<file path="src/hw/rtl/slxff_pkg.sv">
package slxff_pkg;

  localparam int unsigned MaxPayload    = 60;
  localparam int unsigned WindowDepth   = 64;
  localparam int unsigned FrameOverhead = 4;
  localparam int unsigned PtrW          = $clog2(WindowDepth);
  localparam int unsigned FillW         = $clog2(WindowDepth + 1);

  localparam logic [7:0] ResetSyncFirst  = 8'h27;
  localparam logic [7:0] ResetSyncSecond = 8'hA5;

  typedef logic [7:0]       byte_t;
  typedef logic [PtrW-1:0]  ptr_t;
  typedef logic [FillW-1:0] fill_t;

  // configuration register indexes
  typedef enum logic [0:0] {
    CfgSyncFirst  = 1'b0,
    CfgSyncSecond = 1'b1
  } cfg_idx_e;

  // control from the sequencer to the scan unit
  typedef struct packed {
    logic clear;
    logic dvalid;
  } scan_ctl_t;

  // scan unit result
  typedef struct packed {
    logic  found;
    ptr_t  ptr;
    byte_t cnt;
  } scan_res_t;

  function automatic ptr_t ptr_inc(ptr_t p);
    ptr_t r;
    if (p == ptr_t'(WindowDepth - 1)) begin
      r = '0;
    end else begin
      r = ptr_t'(p + ptr_t'(1));
    end
    return r;
  endfunction

  function automatic ptr_t ptr_dec(ptr_t p);
    ptr_t r;
    if (p == '0) begin
      r = ptr_t'(WindowDepth - 1);
    end else begin
      r = ptr_t'(p - ptr_t'(1));
    end
    return r;
  endfunction

endpackage

</file>
<file path="src/hw/rtl/slxff_window_mem.sv">
module slxff_window_mem (
  input  logic            clk_i,
  input  logic            we_i,
  input  slxff_pkg::ptr_t  waddr_i,
  input  slxff_pkg::byte_t wdata_i,
  input  logic            re_i,
  input  slxff_pkg::ptr_t  raddr_i,
  output slxff_pkg::byte_t rdata_o
);

  slxff_pkg::byte_t mem_q [slxff_pkg::WindowDepth];
  slxff_pkg::byte_t rdata_q;

  always_ff @(posedge clk_i) begin
    if (we_i) begin
      mem_q[waddr_i] <= wdata_i;
    end
  end

  // read data holds until the next read
  always_ff @(posedge clk_i) begin
    if (re_i) begin
      rdata_q <= mem_q[raddr_i];
    end
  end

  assign rdata_o = rdata_q;

endmodule

</file>
<file path="src/hw/rtl/slxff_scan_unit.sv">
module slxff_scan_unit (
  input  logic                clk_i,
  input  logic                rst_ni,
  input  slxff_pkg::scan_ctl_t ctl_i,
  input  slxff_pkg::byte_t     data_i,
  input  slxff_pkg::ptr_t      ptr_i,
  input  slxff_pkg::byte_t     sync_first_i,
  input  slxff_pkg::byte_t     sync_second_i,
  output slxff_pkg::scan_res_t res_o
);

  // b1/b2: the two bytes after the current one, x: xor of everything past b2
  slxff_pkg::byte_t b1_q, b1_d, b2_q, b2_d, x_q, x_d;
  slxff_pkg::fill_t dist_q, dist_d;
  logic            found_q, found_d;
  slxff_pkg::ptr_t  mptr_q, mptr_d;
  slxff_pkg::byte_t mcnt_q, mcnt_d;
  logic            hit;

  always_comb begin
    hit = (dist_d >= slxff_pkg::fill_t'(slxff_pkg::FrameOverhead)) &&
          (data_i == sync_first_i) && (b1_q == sync_second_i) &&
          (b2_q <= slxff_pkg::byte_t'(slxff_pkg::MaxPayload)) &&
          ((9'(b2_q) + 9'(slxff_pkg::FrameOverhead)) == 9'(dist_d)) &&
          (x_q == '0);
  end

  always_comb begin
    dist_d  = slxff_pkg::fill_t'(dist_q + slxff_pkg::fill_t'(1));
    b1_d    = b1_q;
    b2_d    = b2_q;
    x_d     = x_q;
    found_d = found_q;
    mptr_d  = mptr_q;
    mcnt_d  = mcnt_q;
    if (ctl_i.clear) begin
      b1_d    = '0;
      b2_d    = '0;
      x_d     = '0;
      found_d = 1'b0;
    end else if (ctl_i.dvalid) begin
      // walking toward older bytes, so a later hit is an earlier start
      if (hit) begin
        found_d = 1'b1;
        mptr_d  = ptr_i;
        mcnt_d  = b2_q;
      end
      x_d  = x_q ^ b2_q;
      b2_d = b1_q;
      b1_d = data_i;
    end
  end

  always_ff @(posedge clk_i or negedge rst_ni) begin
    if (!rst_ni) begin
      dist_q  <= '0;
      found_q <= 1'b0;
    end else begin
      if (ctl_i.clear) begin
        dist_q <= '0;
      end else if (ctl_i.dvalid) begin
        dist_q <= dist_d;
      end
      found_q <= found_d;
    end
  end

  always_ff @(posedge clk_i) begin
    b1_q   <= b1_d;
    b2_q   <= b2_d;
    x_q    <= x_d;
    mptr_q <= mptr_d;
    mcnt_q <= mcnt_d;
  end

  assign res_o.found = found_q;
  assign res_o.ptr   = mptr_q;
  assign res_o.cnt   = mcnt_q;

endmodule

</file>
<file path="src/hw/rtl/sync_length_xor_frame_finder_core.sv">
// sync word / length / xor checksum frame finder
//
// input channel (in_valid_i/in_ready_o, in_byte_i) takes one received byte per
// item into a 64-entry circular window. after each byte the window is walked
// from the newest byte back to the oldest, one memory read per cycle, through
// a shared compare/xor unit; the oldest start that forms a whole frame
// (sync, sync, count, payload, xor check) wins.
// on a match the output channel (out_valid_o/out_ready_i) delivers the count
// item (is_count_o high), then the payload bytes in order, last_o on the final
// item, and the window is emptied. a full window overwrites its oldest byte.
// the single read port of the window memory serves both the walk and the
// payload output, so in_ready_o is high only between items.
// the count item is loaded into the output register when the walk ends;
// each payload item is read from the window, then loaded into the register.
// a stalled receiver holds the output register and the sequencer waits;
// a new byte is taken once the last item of a frame is loaded.
// reset empties the window and loads sync bytes 0x27 and 0xa5; configuration
// writes (cfg_we_i, cfg_idx_i, cfg_data_i) take effect at once.
module sync_length_xor_frame_finder_core (
  input  logic       clk_i,
  input  logic       rst_ni,
  input  logic       cfg_we_i,
  input  logic [0:0] cfg_idx_i,
  input  logic [7:0] cfg_data_i,
  input  logic       in_valid_i,
  output logic       in_ready_o,
  input  logic [7:0] in_byte_i,
  output logic       out_valid_o,
  input  logic       out_ready_i,
  output logic [7:0] out_byte_o,
  output logic       is_count_o,
  output logic       last_o
);

  typedef enum logic [4:0] {
    StIdle     = 5'b00001,
    StScan     = 5'b00010,
    StEmitCnt  = 5'b00100,
    StEmitRd   = 5'b01000,
    StEmitWait = 5'b10000
  } state_e;

  state_e state_q, state_d;

  slxff_pkg::byte_t sync_first_q, sync_second_q;

  // window bookkeeping
  slxff_pkg::ptr_t  tail_q, tail_d;
  slxff_pkg::fill_t fill_q, fill_d, fill_new;
  slxff_pkg::ptr_t  ptr_q, ptr_d;
  slxff_pkg::fill_t left_q, left_d;
  slxff_pkg::byte_t rem_q, rem_d;
  logic            rd_vld_q, rd_vld_d;
  slxff_pkg::ptr_t  rd_addr_q;

  // memory port
  logic            mem_we, mem_re;
  slxff_pkg::byte_t mem_rdata;

  // output register
  logic            out_valid_q, out_valid_d;
  slxff_pkg::byte_t out_byte_q, out_byte_d;
  logic            is_count_q, is_count_d;
  logic            last_q, last_d;
  logic            out_free;

  slxff_pkg::scan_ctl_t scan_ctl;
  slxff_pkg::scan_res_t scan_res;

  logic in_acc;

  assign in_ready_o = (state_q == StIdle);
  assign in_acc     = in_valid_i && in_ready_o;
  assign out_free   = !out_valid_q || out_ready_i;

  // full window keeps its fill, the write lands on the oldest byte
  assign fill_new = (fill_q == slxff_pkg::fill_t'(slxff_pkg::WindowDepth)) ?
                    fill_q : slxff_pkg::fill_t'(fill_q + slxff_pkg::fill_t'(1));

  always_comb begin
    state_d     = state_q;
    tail_d      = tail_q;
    fill_d      = fill_q;
    ptr_d       = ptr_q;
    left_d      = left_q;
    rem_d       = rem_q;
    rd_vld_d    = 1'b0;
    mem_we      = 1'b0;
    mem_re      = 1'b0;
    out_valid_d = out_valid_q && !out_ready_i;
    out_byte_d  = out_byte_q;
    is_count_d  = is_count_q;
    last_d      = last_q;
    scan_ctl.clear  = 1'b0;
    scan_ctl.dvalid = rd_vld_q;

    case (state_q)
      StIdle: begin
        if (in_acc) begin
          mem_we         = 1'b1;
          tail_d         = slxff_pkg::ptr_inc(tail_q);
          fill_d         = fill_new;
          ptr_d          = tail_q;
          left_d         = fill_new;
          scan_ctl.clear = 1'b1;
          state_d        = StScan;
        end
      end
      StScan: begin
        if (left_q != '0) begin
          // read newest to oldest, data reaches the scan unit in the next cycle
          mem_re   = 1'b1;
          rd_vld_d = 1'b1;
          ptr_d    = slxff_pkg::ptr_dec(ptr_q);
          left_d   = slxff_pkg::fill_t'(left_q - slxff_pkg::fill_t'(1));
        end else if (!rd_vld_q) begin
          state_d = scan_res.found ? StEmitCnt : StIdle;
        end
      end
      StEmitCnt: begin
        if (out_free) begin
          out_valid_d = 1'b1;
          out_byte_d  = scan_res.cnt;
          is_count_d  = 1'b1;
          last_d      = (scan_res.cnt == '0);
          fill_d      = '0;
          rem_d       = scan_res.cnt;
          // first payload byte sits three places after the first sync byte
          ptr_d       = slxff_pkg::ptr_inc(slxff_pkg::ptr_inc(
                          slxff_pkg::ptr_inc(scan_res.ptr)));
          state_d     = (scan_res.cnt == '0) ? StIdle : StEmitRd;
        end
      end
      StEmitRd: begin
        mem_re  = 1'b1;
        ptr_d   = slxff_pkg::ptr_inc(ptr_q);
        state_d = StEmitWait;
      end
      StEmitWait: begin
        if (out_free) begin
          out_valid_d = 1'b1;
          out_byte_d  = mem_rdata;
          is_count_d  = 1'b0;
          last_d      = (rem_q == slxff_pkg::byte_t'(1));
          rem_d       = slxff_pkg::byte_t'(rem_q - slxff_pkg::byte_t'(1));
          state_d     = (rem_q == slxff_pkg::byte_t'(1)) ? StIdle : StEmitRd;
        end
      end
      default: begin
        state_d = StIdle;
      end
    endcase
  end

  always_ff @(posedge clk_i or negedge rst_ni) begin
    if (!rst_ni) begin
      state_q       <= StIdle;
      sync_first_q  <= slxff_pkg::ResetSyncFirst;
      sync_second_q <= slxff_pkg::ResetSyncSecond;
      tail_q        <= '0;
      fill_q        <= '0;
      left_q        <= '0;
      rem_q         <= '0;
      rd_vld_q      <= 1'b0;
      out_valid_q   <= 1'b0;
    end else begin
      state_q     <= state_d;
      tail_q      <= tail_d;
      fill_q      <= fill_d;
      left_q      <= left_d;
      rem_q       <= rem_d;
      rd_vld_q    <= rd_vld_d;
      out_valid_q <= out_valid_d;
      if (cfg_we_i) begin
        case (cfg_idx_i)
          slxff_pkg::CfgSyncFirst:  sync_first_q  <= cfg_data_i;
          slxff_pkg::CfgSyncSecond: sync_second_q <= cfg_data_i;
          default: begin
          end
        endcase
      end
    end
  end

  always_ff @(posedge clk_i) begin
    ptr_q      <= ptr_d;
    rd_addr_q  <= ptr_q;
    out_byte_q <= out_byte_d;
    is_count_q <= is_count_d;
    last_q     <= last_d;
  end

  slxff_window_mem u_window_mem (
    .clk_i   (clk_i),
    .we_i    (mem_we),
    .waddr_i (tail_q),
    .wdata_i (in_byte_i),
    .re_i    (mem_re),
    .raddr_i (ptr_q),
    .rdata_o (mem_rdata)
  );

  slxff_scan_unit u_scan_unit (
    .clk_i         (clk_i),
    .rst_ni        (rst_ni),
    .ctl_i         (scan_ctl),
    .data_i        (mem_rdata),
    .ptr_i         (rd_addr_q),
    .sync_first_i  (sync_first_q),
    .sync_second_i (sync_second_q),
    .res_o         (scan_res)
  );

  assign out_valid_o = out_valid_q;
  assign out_byte_o  = out_byte_q;
  assign is_count_o  = is_count_q;
  assign last_o      = last_q;

endmodule
</file>
<file path="config.mk">
export PLATFORM = sky130hd
export DESIGN_NAME = sync_length_xor_frame_finder_core
export DESIGN_NICKNAME = d
export VERILOG_FILES = /design/src/hw/rtl/slxff_pkg.sv /design/src/hw/rtl/slxff_window_mem.sv /design/src/hw/rtl/slxff_scan_unit.sv /design/src/hw/rtl/sync_length_xor_frame_finder_core.sv
export SDC_FILE = /design/constraint.sdc
export NUM_CORES = 1
export LEC_CHECK = 0
export BUFFER_PORTS_ARGS = -buffer_cell sky130_fd_sc_hd__buf_2
export CAP_MARGIN = 25
export CORE_MARGIN = 2
export CORE_UTILIZATION = 33
export DETAILED_ROUTE_END_ITERATION = 10
export PLACE_DENSITY = 0.45
export SLEW_MARGIN = 20
export SYNTH_ARGS = -nofsm -noshare
export SYNTH_HDL_FRONTEND = slang
export SYNTH_SLANG_ARGS = --single-unit
</file>
<file path="constraint.sdc">
create_clock -name clk_i -period 6.9 [get_ports clk_i]
set_input_delay 1.725 -clock clk_i [delete_from_list [all_inputs] [get_ports clk_i]]
set_output_delay 1.725 -clock clk_i [all_outputs]
set_load 0.005 [all_outputs]
</file>
# After elaboration in Yosys (flattened, before gate mapping)
# Memories as Yosys holds them, arrays and structs flattened. A register that Yosys moved wholly into a read port is not among the register bits.
# Index checks and enable logic that the tools add are counted.
# totals
register_bits,119
latch_bits,0
ramBits,512
mem_bits_ro,0
inputBits,22
mem_count,1
# op_classes
n_addsub,11
mul,0
n_div,0
magnitude_cmp,2
n_eq_ne,21
shifts,0
mux,54
n_bitwise,3
n_reduce_logical,31
# memory_table
memory,words,word_bits,read_ports,rd_clocked_by_memory_dff,write_ports,line_no,source
u_window_mem.mem_q,64,8,1,1,1,slxff_window_mem.sv:11,slxff_pkg::byte_t mem_q [slxff_pkg::WindowDepth];
# op_table
op,n
$mux W6,13
$mux W7,6
$pmux W8 S2,2
$add A6 B1 Y6 const B,5
$eq A6 B6 Y1 const B,5
$pmux W7 S2,2
$mux W5,5
$pmux W5 S5,1
$mux W8,3
$pmux W6 S4,1
$eq A8 B8 Y1,2
$logic_not A8 Y1,2
$mux W1,15
$add A7 B1 Y7 const B,2
$reduce_and A3 Y1,4
$ne A2 B2 Y1 const B,5
$reduce_bool A2 Y1,5
$add A8 B3 Y9 const B,1
$eq A9 B7 Y1,1
$eq A8 B1 Y1 const B,1
$le A8 B6 Y1 const B,1
$mux W4,2
$reduce_and A2 Y1,4
$sub A8 B1 Y8 const B,1
23 further kinds,33

# Depth between registers and ports, before layout
# Gate-level depths: netlist of the first run.
# logic_depth
ltp_word,12
mapped_depth,12
mapped_depth_nobuf,11

# By module
# From an unflattened synthesis of the first run, not the netlist that was laid out.
# hier_totals
cells_unflattened,1578
hier_area_um2,26620.5
# modules_own_cells
module,instances,cells_per_inst,area_per_inst_um2,seq_area_each_um2
slxff_window_mem,1,940,20246.9,15615.0
sync_length_xor_frame_finder_core,1,429,4140.2,1888.1
slxff_scan_unit,1,209,2233.4,1101.1

# Worst setup path before layout of the first run
# Ideal clock, no wire load.
# synth_timing
kind,input to register
from,input port in_valid_i
to,register u_scan_unit.mcnt_q[0] (enable)
setup_time_ns,0.425
arrival_time_ns,3.438
required_ns,6.475
path_slack_ns,3.037
cell_stages,3
path_buffers,0
path_cell_list,nand2_1 nand4_1 nor4_1
# synth_via
elab_chain_cells,5
# synth_lines
item,line_no,source
start: declaration,sync_length_xor_frame_finder_core.sv:25,"input logic in_valid_i,"
$logic_and A1 B1 Y1,sync_length_xor_frame_finder_core.sv:73,assign in_acc = in_valid_i && in_ready_o;
$mux W1,sync_length_xor_frame_finder_core.sv:99,if (in_acc) begin
$mux W1,sync_length_xor_frame_finder_core.sv:97,case (state_q)
$not A1 Y1 (no line),--,
$reduce_and A3 Y1 (no line),--,
end signal: assignment,slxff_scan_unit.sv:73,mcnt_q <= mcnt_d;
end: declaration,slxff_scan_unit.sv:17,"slxff_pkg::byte_t mcnt_q, mcnt_d;"
# Every way passes these cells.
# A chain may end at the register's enable or synchronous reset.

# Worst setup path after layout of the first run
# layout_timing
from,input port in_valid_i
to,memory u_window_mem.mem_q[59][0] (netlist name) (enable)
# layout_via
elab_chain_cells,5
# layout_lines
item,line_no,source
$logic_and A1 B1 Y1,sync_length_xor_frame_finder_core.sv:73,
$mux W1,sync_length_xor_frame_finder_core.sv:99,
$mux W1,sync_length_xor_frame_finder_core.sv:97,
$mux W1,slxff_window_mem.sv:15,if (we_i) begin
$mux W1 (implied by the code),slxff_window_mem.sv:16,mem_q[waddr_i] <= wdata_i;
end: declaration,slxff_window_mem.sv:11,
# Every way passes these cells.

==> results of run 1 <==
-- worst reg2reg max path: stages, from the launching register on --
cell      delay [ps]
dfrtp_1          460
nor3_1           420
nand3b_1         230
inv_1            170
nand2_1           70
buf_4            190
nor2_1           220
nand3_1          800
nor2_1           880
-- cells in the final DEF, fill, tap and decap left out, types with 11 or more instances in the layout --
master / count
inv_1: 20
nor3_1: 12
xnor2_1: 25
dfrtp_1: 50
edfxtp_1: 550
a21oi_1: 24
nor2_1: 134
nor4_1: 11
xor2_1: 37
clkbuf_16: 74
nand2_1: 91
nand3_1: 30
clkinv_1: 16
o21ai_0: 45
ha_1: 16
a22oi_1: 16
mux2_2: 17
mux2i_1: 19
buf_4: 19
mux4_2: 160
clkbuf_1: 12
buf_2: 31
dfxtp_1: 30
-- layer usage --
layer  wire length (um)  GRT usage
met5                  0          0
met4               2000     0.0524
met3               3200     0.0300
met2              31200      0.260
met1              29700      0.228
-- area by class of cell --
| type | count | area (sq um) | area share |
|---|---|---|---|
| clock buffers | 88 | 1920 | 0.0643 |
| clock inverters | 43 | 483 | 0.0161 |
| inverters | 20 | 75.1 | 0.00251 |
| multi-input cells | 753 | 7180 | 0.240 |
| flip-flops and latches | 639 | 18600 | 0.622 |
| well taps | 1050 | 1310 | 0.0439 |
| repair buffers | 53 | 349 | 0.0117 |
-- power breakdown --
group | internal [mW] | switching, mW | total (mW)
sequential | 4.47 | 0.252 | 4.72
combinational | 1.35 | 1.70 | 3.05
clock | 2.33 | 1.57 | 3.90
-- per-stage QoR --
| stage | setup WS, ps | cell area [sq um] |
|---|---|---|
| final | 3070 | 29900 |
| after global routing | 2930 | 29900 |
| after floorplan | 3040 | 26200 |
| after detailed placement | 2480 | 27500 |
| after CTS | 3070 | 29900 |
| after global placement | 2540 | 27500 |
-- cells by family after synthesis --
kind of cell	after synthesis	synth area share
flops	639	0.709
fa+ha+maj	16	0.00763
mux	196	0.152
xor+xnor	62	0.0207
simple gates	338	0.0587
buf+inv	103	0.0177
compound gates	141	0.0343
-- final timing paths --
kind	startpoint	to	slack, ps
max in group asynchronous	rst_ni	sync_first_q[3]$_DFFE_PN0P_	5020
min	rd_addr_q[3]$_DFF_P_	u_scan_unit.mptr_q[3]$_DFFE_PP_	400
max reg2reg	state_q[2]$_DFFE_PN0P_	u_window_mem.mem_q[62][7]$_DFFE_PP_	3100
max	in_valid_i	u_window_mem.mem_q[59][0]$_DFFE_PP_	3070
min reg2reg	rd_addr_q[3]$_DFF_P_	u_scan_unit.mptr_q[3]$_DFFE_PP_	400
min in group asynchronous	rst_ni	left_q[5]$_DFFE_PN0P_	1300
==> results.rst, run 1 <==
.. list-table::
   :header-rows: 1

   * - Metric
     - Value
   * - Peak Freq
     - 0.261 GHz
   * - Count of final hold-check violations
     - 0
   * - Family of cells with the greatest summed delay on the critical path
     - simple AND/OR/NAND/NOR gates
   * - EDFF count, synth
     - 550
   * - Largest cells by area after synthesis
     - edfxtp_1 (63%), mux4_2 (14%), dfrtp_1 (4.8%)
   * - Clock tree from TritonCTS
     - done
   * - ANT nets after route
     - 0
   * - Share of layout cells above drive strength 1
     - 0.218
   * - Worst reg-to-reg path cell count
     - 8
   * - DR iter-0 viols
     - 1066
   * - Core Rows
     - between 100 and 150
   * - Arrival time worst endpoint
     - around 4100 ps
   * - Number of maximum-capacitance constraint violations
     - 0
   * - Cts-stage hold buffer count
     - 0
   * - Number of flip-flops in the largest register
     - ~510
   * - Maximum buffer depth of the clock tree
     - 3
   * - Global route total overflow
     - 0
   * - Flip-flop cell with the highest count after synthesis
     - edfxtp_1
   * - Yosys warns
     - 0
   * - Number of buffers inserted during clock tree synthesis
     - between 70 and 80
   * - Register bank with the most flops
     - u_window_mem.mem_q
   * - Worst path required time
     - between 7000 and 8000 ps
   * - Worst path cell trace
     - buf_2 > and4b_1 > nand4_1 > nor2_1
   * - Max-slew violation count
     - 0
   * - Cell at the slowest stage of the critical path
     - nor2_1
   * - Share of flip-flops with an asynchronous set or reset
     - 0.0923
   * - Placed wire-length estimate
     - around 40000 um
   * - Count of TritonRoute iterations in the first routing pass
     - 5
   * - Core region area
     - about 79000 sq um
   * - Final instance count without filler cells
     - about 2600
   * - Worst voltage drop across the vdd grid
     - 0.000282 V
   * - H-tree depth
     - 3
   * - Biggest cell delay along the critical path
     - approximately 900 ps
   * - Buffers inserted by post-CTS timing repair
     - 0
   * - Number of global-route vias before repair
     - between 10000 and 15000
   * - Die height
     - about 290 um
   * - Leading area contributor after synthesis
     - edfxtp_1
   * - Number of diodes added for antenna fixing
     - 0
   * - Maximum fanout along the worst path
     - 8
   * - Total wire length after detailed routing
     - ~66000 um
   * - Syn_area_per_cell
     - 17.6 sq um
   * - Clock Pin Slew Worst Setup and Hold Paths
     - roughly 50 ps
   * - Critical path launch point type
     - input port
   * - Clock Skews
     - slightly above 30 ps
   * - Final setup fails
     - 0
   * - Ratio of routed vias to standard cells
     - a little over 5
   * - Maximum number of pins on one net before global-route repair
     - approximately 130
   * - Num Clock Sinks
     - around 640
   * - Synthesized Nets
     - roughly 1500
   * - Sequential-to-total area share from yosys stat
     - 0.709
   * - Cells after DPL
     - ~2500
   * - Category of the most critical setup path
     - in2reg
   * - Number of flip-flops and latches in the synthesized netlist
     - 639
   * - Cell variety after synth
     - 62
   * - Number of antenna violations at the first check in global routing
     - 0
   * - Static Leakage
     - between 9 and 10 nW
   * - Cell Area, Synth
     - ~26000 sq um
   * - Endpoint kind of the worst setup timing path
     - register
   * - Design Power
     - between 10 and 15 mW
   * - Total negative slack for setup checks
     - 0 ps
   * - Clock root buffer master
     - clkbuf_16
   * - Signed area change from the synthesized netlist to the final layout
     - 14.0%
   * - Num ports
     - 34
   * - Count of fill cells added during filler insertion
     - just over 7000
   * - Critical Path Stages
     - 4
   * - Clk_lat worst skew
     - ~620 ps
   * - Global Route Usage Sum
     - 0.163
   * - Worst hold-check path type
     - reg2reg
   * - Top cell type's share of synthesized area
     - 0.629
   * - Post-route core utilization
     - 0.379
   * - Power density relative to cell area
     - around 400 nW/um^2
   * - Number of gates resized after CTS
     - 0
   * - Count of input and output buffers
     - 33
   * - Wire length of the first global-routing pass
     - between 90000 and 100000 um
   * - Number of buffers and inverters on the critical path
     - 1
   * - Initial core utilization
     - 0.333
   * - Final worst hold slack
     - 402 ps
   * - Worst slew slack as a fraction of its limit
     - 0.296
   * - Post-synth top cells
     - edfxtp_1 (550), mux4_2 (160), nor2_1 (134)
   * - Unrepaired setup endpoints after global routing
     - false
   * - Worst hold path cell count
     - 0
   * - Horizontal die dimension
     - between 200 and 300 um
   * - Total DRC errors in the routed layout
     - 0
   * - Cell count after synthesis
     - roughly 1500
   * - Most numerous cell in the Yosys netlist
     - edfxtp_1
   * - Placer congestion estimate
     - 0.808
   * - Worst Max-Slew Pin Slew
     - ~1100 ps
   * - Die area
     - between 80000 and 90000 sq um
   * - Period utilisation layout
     - 0.554
   * - Final-stage net count
     - about 1600
   * - Final routed wire length divided by cell count
     - about 25 um
   * - Vias post-DR
     - about 14000
   * - Shortest period the worst path allows
     - ~3800 ps
   * - Outcome
     - finished clean
Note: power is estimated with default switching activity, not from simulation.
==> run 2: changes to the inputs <==
PLACE_DENSITY = 0.47   (was 0.45)
clock period = 3.35 ns   (was 6.9 ns; I/O delays follow)
==> run 2 against run 1 <==
Effect of this change:
- first-iteration DRC count decreased by 4.3%
- cell count increased by 3.6%
- sequential power increased by 110%
- critical path depth increased by 2
- critical path type is now reg2reg
- count of clock-buffer cells in the layout increased by 10
- non-clock buffer count increased by 100
- clock power increased by 96%
- wire length decreased by 1.9%
- combinational power increased by 120%
- power increased by 110%
- largest cell class unchanged
- via count increased by 2.4%
- sequential share of layout area decreased by 1.5 points
==> results.rst, run 2 (synthesis gave the netlist of run 1 again) <==
.. list-table::
   :header-rows: 1

   * - Metric
     - Value
   * - Unrepaired setup endpoints after global routing
     - false (unchanged)
   * - Global Route Usage Sum
     - 0.161 (was 0.163)
   * - Initial core utilization
     - 0.333 (unchanged)
   * - Count of TritonRoute iterations in the first routing pass
     - 6 (was 5)
   * - Register bank with the most flops
     - u_window_mem.mem_q (unchanged)
   * - Final setup fails
     - 0 (unchanged)
   * - DR iter-0 viols
     - 1020 (was 1066)
   * - Worst path required time
     - 3670 ps (was 7130 ps)
   * - Maximum number of pins on one net before global-route repair
     - 65 (was 134)
   * - Horizontal die dimension
     - 286 um (unchanged)
   * - Critical path launch point type
     - register (was input port)
   * - Post-route core utilization
     - 0.389 (was 0.379)
   * - Placed wire-length estimate
     - 41600 um (was 39500 um)
   * - Total DRC errors in the routed layout
     - 0 (unchanged)
   * - Clock Skews
     - 20.0 ps (was 30.5 ps)
   * - Placer congestion estimate
     - 0.754 (was 0.808)
   * - Endpoint kind of the worst setup timing path
     - register (unchanged)
   * - Power density relative to cell area
     - 782 nW/um^2 (was 390 nW/um^2)
   * - Final routed wire length divided by cell count
     - 23.7 um (was 25.0 um)
   * - Number of antenna violations at the first check in global routing
     - 1 (was 0)
   * - Clock Pin Slew Worst Setup and Hold Paths
     - 60 ps (was 50 ps)
   * - Pre-CTS setup slack
     - 433 ps (was 2480 ps)
   * - Worst voltage drop across the vdd grid
     - 0.000395 V (was 0.000282 V)
   * - Total wire length after detailed routing
     - 64900 um (was 66200 um)
   * - Core region area
     - 78900 sq um (unchanged)
   * - Worst slew slack as a fraction of its limit
     - 0.434 (was 0.296)
   * - Post-layout instance area
     - 30700 sq um (was 29900 sq um)
   * - Max-slew violation count
     - 0 (unchanged)
   * - Vias post-DR
     - 13984 (was 13650)
   * - Number of flip-flops in the largest register
     - 512 (unchanged)
   * - Clock root buffer master
     - clkbuf_16 (unchanged)
   * - Count of final hold-check violations
     - 0 (unchanged)
   * - Num Clock Sinks
     - 639 (unchanged)
   * - Smallest setup slack after layout
     - 442 ps (was 3070 ps)
   * - Worst Max-Slew Pin Slew
     - 847 ps (was 1050 ps)
   * - Number of maximum-capacitance constraint violations
     - 0 (unchanged)
   * - Cts-stage hold buffer count
     - 0 (unchanged)
   * - Global route total overflow
     - 0 (unchanged)
   * - Total negative slack for setup checks
     - 0 ps (unchanged)
   * - Commonest non-fill, non-tap cell in the layout
     - edfxtp_1 (unchanged)
   * - Share of layout cells above drive strength 1
     - 0.258 (was 0.218)
   * - Number of global-route vias before repair
     - 14319 (was 13940)
   * - Design Power
     - 24.0 mW (was 11.7 mW)
   * - Met1 Use GR
     - 0.221 (was 0.228)
   * - Buffers inserted by post-CTS timing repair
     - 0 (unchanged)
   * - Die height
     - 286 um (unchanged)
   * - Num ports
     - 34 (unchanged)
   * - Signed area change from the synthesized netlist to the final layout
     - 16.9% (was 14.0%)
   * - Clock tree from TritonCTS
     - done (unchanged)
   * - Worst hold-check path type
     - in2async (was reg2reg)
   * - Most utilized layer in the global route result
     - met2 (unchanged)
   * - Wire length of the first global-routing pass
     - 96800 um (was 97800 um)
   * - Most frequent cells in the layout
     - edfxtp_1 (550), mux4_2 (160), nor2_1 (134), buf_4 (107), nand2_1 (91) (was edfxtp_1 (550), mux4_2 (160), nor2_1 (134), nand2_1 (91), clkbuf_16 (74))
   * - ANT nets after route
     - 0 (unchanged)
   * - Peak Freq
     - about 0.34 GHz
   * - Maximum fanout along the worst path
     - 27 (was 8)
   * - Arrival time worst endpoint
     - 3230 ps (was 4060 ps)
   * - Met3 Use GR
     - 0.0284 (was 0.0300)
   * - Number of diodes added for antenna fixing
     - 0 (unchanged)
   * - Core Rows
     - 103 (unchanged)
   * - DP Area
     - 28400 sq um (was 27500 sq um)
   * - Maximum buffer depth of the clock tree
     - 3 (unchanged)
   * - Count of input and output buffers
     - 33 (unchanged)
   * - H-tree depth
     - 3 (unchanged)
   * - Shortest period the worst path allows
     - ~2900 ps
   * - Category of the most critical setup path
     - reg2reg (was in2reg)
   * - Number of buffers inserted during clock tree synthesis
     - 70 (was 72)
   * - Final-stage net count
     - 1675 (was 1577)
   * - Die area
     - 81800 sq um (unchanged)
   * - Number of gates resized after CTS
     - 0 (unchanged)
   * - Ratio of routed vias to standard cells
     - 5.10 (was 5.16)
   * - GR Util met2
     - 0.261 (was 0.260)
   * - Period utilisation layout
     - 0.868
   * - Outcome
     - finished clean (unchanged)
   * - Clk_lat worst skew
     - 600 ps (was 620 ps)
   * - Static Leakage
     - 10.3 nW (was 9.76 nW)
run 2: changes by cell type in the layout (fill, tap and decap cells not counted), moves of 2 or more:
cell	change
buf_4	+88
clkbuf_1	+12
buf_12	+11
clkinv_1	-6
buf_2	+2
bufinv_16	-2
clkinvlp_4	-2
inv_6	-2
run 2: area by class of cell:
| type | instances | area [sq um] |
|---|---|---|
| clock buffers | 98 | 1930 |
| clock inverters | 28 | 328 |
| fillers | 7236 | 48200 |
| inverters | 20 | 75.1 |
| multi-input cells | 753 | 7190 |
| flip-flops and latches | 639 | 18600 |
| well taps | 1050 | 1310 |
| repair buffers | 153 | 1230 |
run 2: metal layers:
layer  wire length [um]  vias up
met2              31600      356
met3               3190       99
met1              28600     7337
met5                  0        -
met4               1530        0
li1                   -     6192
run 2: path summary, 6_finish.rpt:
check                                                    endpoint  slack [ps]                  from  depth (start not counted)
worst max register to register  u_window_mem.rdata_o[1]$_DFFE_PP_         440    ptr_q[1]$_DFFE_PP_                          6
worst max-delay path            u_window_mem.rdata_o[1]$_DFFE_PP_         440    ptr_q[1]$_DFFE_PP_                          6
worst min-delay path                        left_q[5]$_DFFE_PN0P_         270                rst_ni                          1
min in group clk_i                u_scan_unit.mptr_q[2]$_DFFE_PP_         400  rd_addr_q[2]$_DFF_P_                          0
worst min register to register    u_scan_unit.mptr_q[2]$_DFFE_PP_         400  rd_addr_q[2]$_DFF_P_                          0
max in group asynchronous             sync_first_q[1]$_DFFE_PN1P_        2280                rst_ni                          2
run 2: stage by stage:
| stage | hold WS [ps] | instances |
|---|---|---|
| floorplan | 346 | 1495 |
| global placement | 387 | 2615 |
| detailed placement | 390 | 2615 |
| CTS | 253 | 2741 |
| global route | 288 | 2741 |
| finish | 272 | 2741 |
run 2: worst max-delay path, stage by stage (launching register included):
cell,delay (ps)
edfxtp_1,820
buf_12,290
mux4_2,370
mux4_2,480
nor2b_1,160
a211oi_1,410
a21oi_1,80
run 2: where the power goes:
group | switching [mW] | total, mW | internal (mW)
logic | 3.48 | 6.57 | 3.08
clock network | 3.08 | 7.65 | 4.57
registers | 0.552 | 9.75 | 9.20
==> run 3: changes to the inputs <==
RECOVER_POWER = 100   (was not set)
==> run 3 against run 2 <==
Effect of this change:
- the run now ends with max-capacitance violations, max-slew violations left
- via count is 0.30% higher
- first-iteration DRC count is 9.0% lower
- sequential share of layout area grew 0.72 points
- non-clock buffer count stayed put
- wire length about the same
- combinational power decreased by 1%
- critical path depth rose by 1
- count of clock-buffer cells in the layout stayed put
- register-to-register slack worse by 150 ps
- die area did not move
- final area shrank 1.2%
==> results.rst, run 3 (synthesis gave the netlist of run 1 again) <==
.. list-table::
   :header-rows: 1

   * - Metric
     - Value
   * - Outcome
     - finished with violations (was finished clean)
   * - Failing checks
     - max-capacitance violations, max-slew violations
   * - Core Rows
     - 103 (unchanged)
   * - Worst hold-check path type
     - reg2reg (was in2async)
   * - Endpoint kind of the worst setup timing path
     - register (unchanged)
   * - Category of the most critical setup path
     - reg2reg (unchanged)
   * - Share of layout cells above drive strength 1
     - 0.209 (was 0.258)
   * - Hold path startpoint
     - rd_addr_q[2]$_DFF_P_
   * - Final worst hold slack
     - 403 ps (was 272 ps)
   * - Ratio of routed vias to standard cells
     - 5.12 (was 5.10)
   * - Unrepaired setup endpoints after global routing
     - false (unchanged)
   * - Max-slew violation count
     - 330 (was 0)
   * - Number of global-route vias before repair
     - 14319 (unchanged)
   * - Critical register-to-register path startpoint
     - state_q[2]$_DFFE_PN0P_ (was ptr_q[1]$_DFFE_PP_)
   * - Clock root buffer master
     - clkbuf_16 (unchanged)
   * - Worst voltage drop across the vdd grid
     - 0.000392 V (was 0.000395 V)
   * - Vias post-DR
     - 14026 (was 13984)
   * - Count of input and output buffers
     - 33 (unchanged)
   * - Number of buffers inserted during clock tree synthesis
     - 70 (unchanged)
   * - Peak Freq
     - 0.327 GHz (was 0.344 GHz)
   * - Number of flip-flops in the largest register
     - 512 (unchanged)
   * - Wire length of the first global-routing pass
     - 96800 um (unchanged)
   * - Maximum number of pins on one net before global-route repair
     - 65 (unchanged)
   * - Maximum buffer depth of the clock tree
     - 3 (unchanged)
   * - Total DRC errors in the routed layout
     - 0 (unchanged)
   * - Die height
     - 286 um (unchanged)
   * - Static Leakage
     - 9.92 nW (was 10.3 nW)
   * - Commonest non-fill, non-tap cell in the layout
     - edfxtp_1 (unchanged)
   * - Global route total overflow
     - 0 (unchanged)
   * - Die area
     - 81800 sq um (unchanged)
   * - Worst Max-Slew Pin Slew
     - 2670 ps (was 847 ps)
   * - Maximum fanout along the worst path
     - 8 (was 27)
   * - Clock tree from TritonCTS
     - done (unchanged)
   * - Critical path launch point type
     - register (unchanged)
   * - Core region area
     - 78900 sq um (unchanged)
   * - Worst slew slack as a fraction of its limit
     - -0.778 (was 0.434)
   * - Placer congestion estimate
     - 0.754 (unchanged)
   * - Arrival time worst endpoint
     - 3330 ps (was 3230 ps)
   * - Register bank with the most flops
     - u_window_mem.mem_q (unchanged)
   * - H-tree depth
     - 3 (unchanged)
   * - Critical path launch point
     - state_q[2]$_DFFE_PN0P_ (was ptr_q[1]$_DFFE_PP_)
   * - Number of diodes added for antenna fixing
     - 0 (unchanged)
   * - Initial core utilization
     - 0.333 (unchanged)
   * - Buffers inserted by post-CTS timing repair
     - 0 (unchanged)
   * - Clk_lat worst skew
     - 610 ps (was 600 ps)
   * - Final-stage net count
     - 1675 (unchanged)
   * - Horizontal die dimension
     - 286 um (unchanged)
   * - Clock Pin Slew Worst Setup and Hold Paths
     - 60 ps (about the same)
   * - Final routed wire length divided by cell count
     - 23.7 um (about the same)
   * - Signed area change from the synthesized netlist to the final layout
     - 15.5% (was 16.9%)
   * - Clock Skews
     - 23.2 ps (was 20.0 ps)
   * - Total wire length after detailed routing
     - 65000 um (was 64900 um)
   * - Final setup fails
     - 0 (unchanged)
   * - Number of gates resized after CTS
     - 0 (unchanged)
   * - Num Clock Sinks
     - 639 (unchanged)
   * - Power density relative to cell area
     - 789 nW/um^2 (was 782 nW/um^2)
   * - Number of antenna violations at the first check in global routing
     - 0 (was 1)
   * - Shortest period the worst path allows
     - 3060 ps (was 2910 ps)
   * - Cts-stage hold buffer count
     - 0 (unchanged)
   * - ANT nets after route
     - 0 (unchanged)
   * - Global Route Usage Sum
     - 0.161 (unchanged)
   * - Total negative slack for setup checks
     - 0 ps (unchanged)
   * - Placed wire-length estimate
     - 41600 um (unchanged)
   * - Worst path required time
     - 3620 ps (was 3670 ps)
   * - Num ports
     - 34 (unchanged)
   * - Period utilisation layout
     - 0.914 (was 0.868)
   * - DR iter-0 viols
     - 928 (was 1020)
   * - Most frequent cells in the layout
     - edfxtp_1 (550), mux4_2 (160), nor2_1 (134), clkbuf_1 (105), nand2_1 (91) (was edfxtp_1 (550), mux4_2 (160), nor2_1 (134), buf_4 (107), nand2_1 (91))
   * - Number of maximum-capacitance constraint violations
     - 8 (was 0)
   * - Count of TritonRoute iterations in the first routing pass
     - 7 (was 6)
   * - Count of final hold-check violations
     - 0 (unchanged)
## run 3: changes by cell type in the layout (fill, tap and decap cells not counted)
cell,before,now
nor4_4,1,0
nor4_1,11,12
buf_12,13,10
dlymetal6s2s_1,0,1
clkbuf_2,0,19
buf_2,33,19
clkdlybuf4s25_1,0,1
buf_4,107,22
clkbuf_1,24,105
## run 3: worst max-delay path: stages, from the launching register on
cell and delay (ps):
dfrtp_1 470, nor3_1 380, nand3b_1 220, inv_1 160, nand2_1 160, or4_1 790
nor2_1 250, clkbuf_1 300
## run 3: cell type report
class | count | area [sq um]
fill | 7316 | 48600
sequential | 639 | 18600
multi-input combinational | 753 | 7170
clock buffer | 98 | 1930
tap | 1050 | 1310
timing repair buffer | 153 | 882
clock inverter | 28 | 328
inverter | 20 | 75.1
## run 3: worst paths after layout
kind | slack (ps) | depth (start not counted) | to
min in group asynchronous | 630 | 1 | left_q[5]$_DFFE_PN0P_
max in group asynchronous | 1040 | 2 | out_valid_o$_DFF_PN0_
worst max-delay path | 290 | 7 | u_window_mem.mem_q[52][6]$_DFFE_PP_
worst min register to register | 400 | 0 | u_scan_unit.mptr_q[2]$_DFFE_PP_
worst max register to register | 290 | 7 | u_window_mem.mem_q[52][6]$_DFFE_PP_
worst min-delay path | 400 | 0 | u_scan_unit.mptr_q[2]$_DFFE_PP_
## run 3: stage by stage
| step | instance area (sq um) | instances | total power, mW | utilization | worst slack, ps |
|---|---|---|---|---|---|
| final | 30300 | 2741 | 23.9 | 0.384 | 289 |
| after global routing | 30300 | 2741 | 25.0 | 0.384 | 136 |
| after CTS | 30700 | 2741 | 24.4 | 0.389 | 416 |
| after detailed placement | 28400 | 2615 | 16.7 | 0.360 | 433 |
| after global placement | 28400 | 2615 | 16.6 | 0.360 | 452 |
| after floorplan | 26200 | 1495 | 14.2 | - | 541 |
## run 3: report_power, final
group,switching [mW],total (mW),internal (mW)
Sequential,0.552,9.76,9.21
Combinational,3.47,6.49,3.02
Clock,3.08,7.65,4.57
## run 3: layer usage
metal / routed length [um] / up-vias / track usage
li1: - / 6193 / -
met1: 29000 / 7395 / 0.221
met2: 31600 / 341 / 0.261
met3: 2920 / 97 / 0.0284
met4: 1500 / 0 / 0.0453
met5: 0 / - / 0
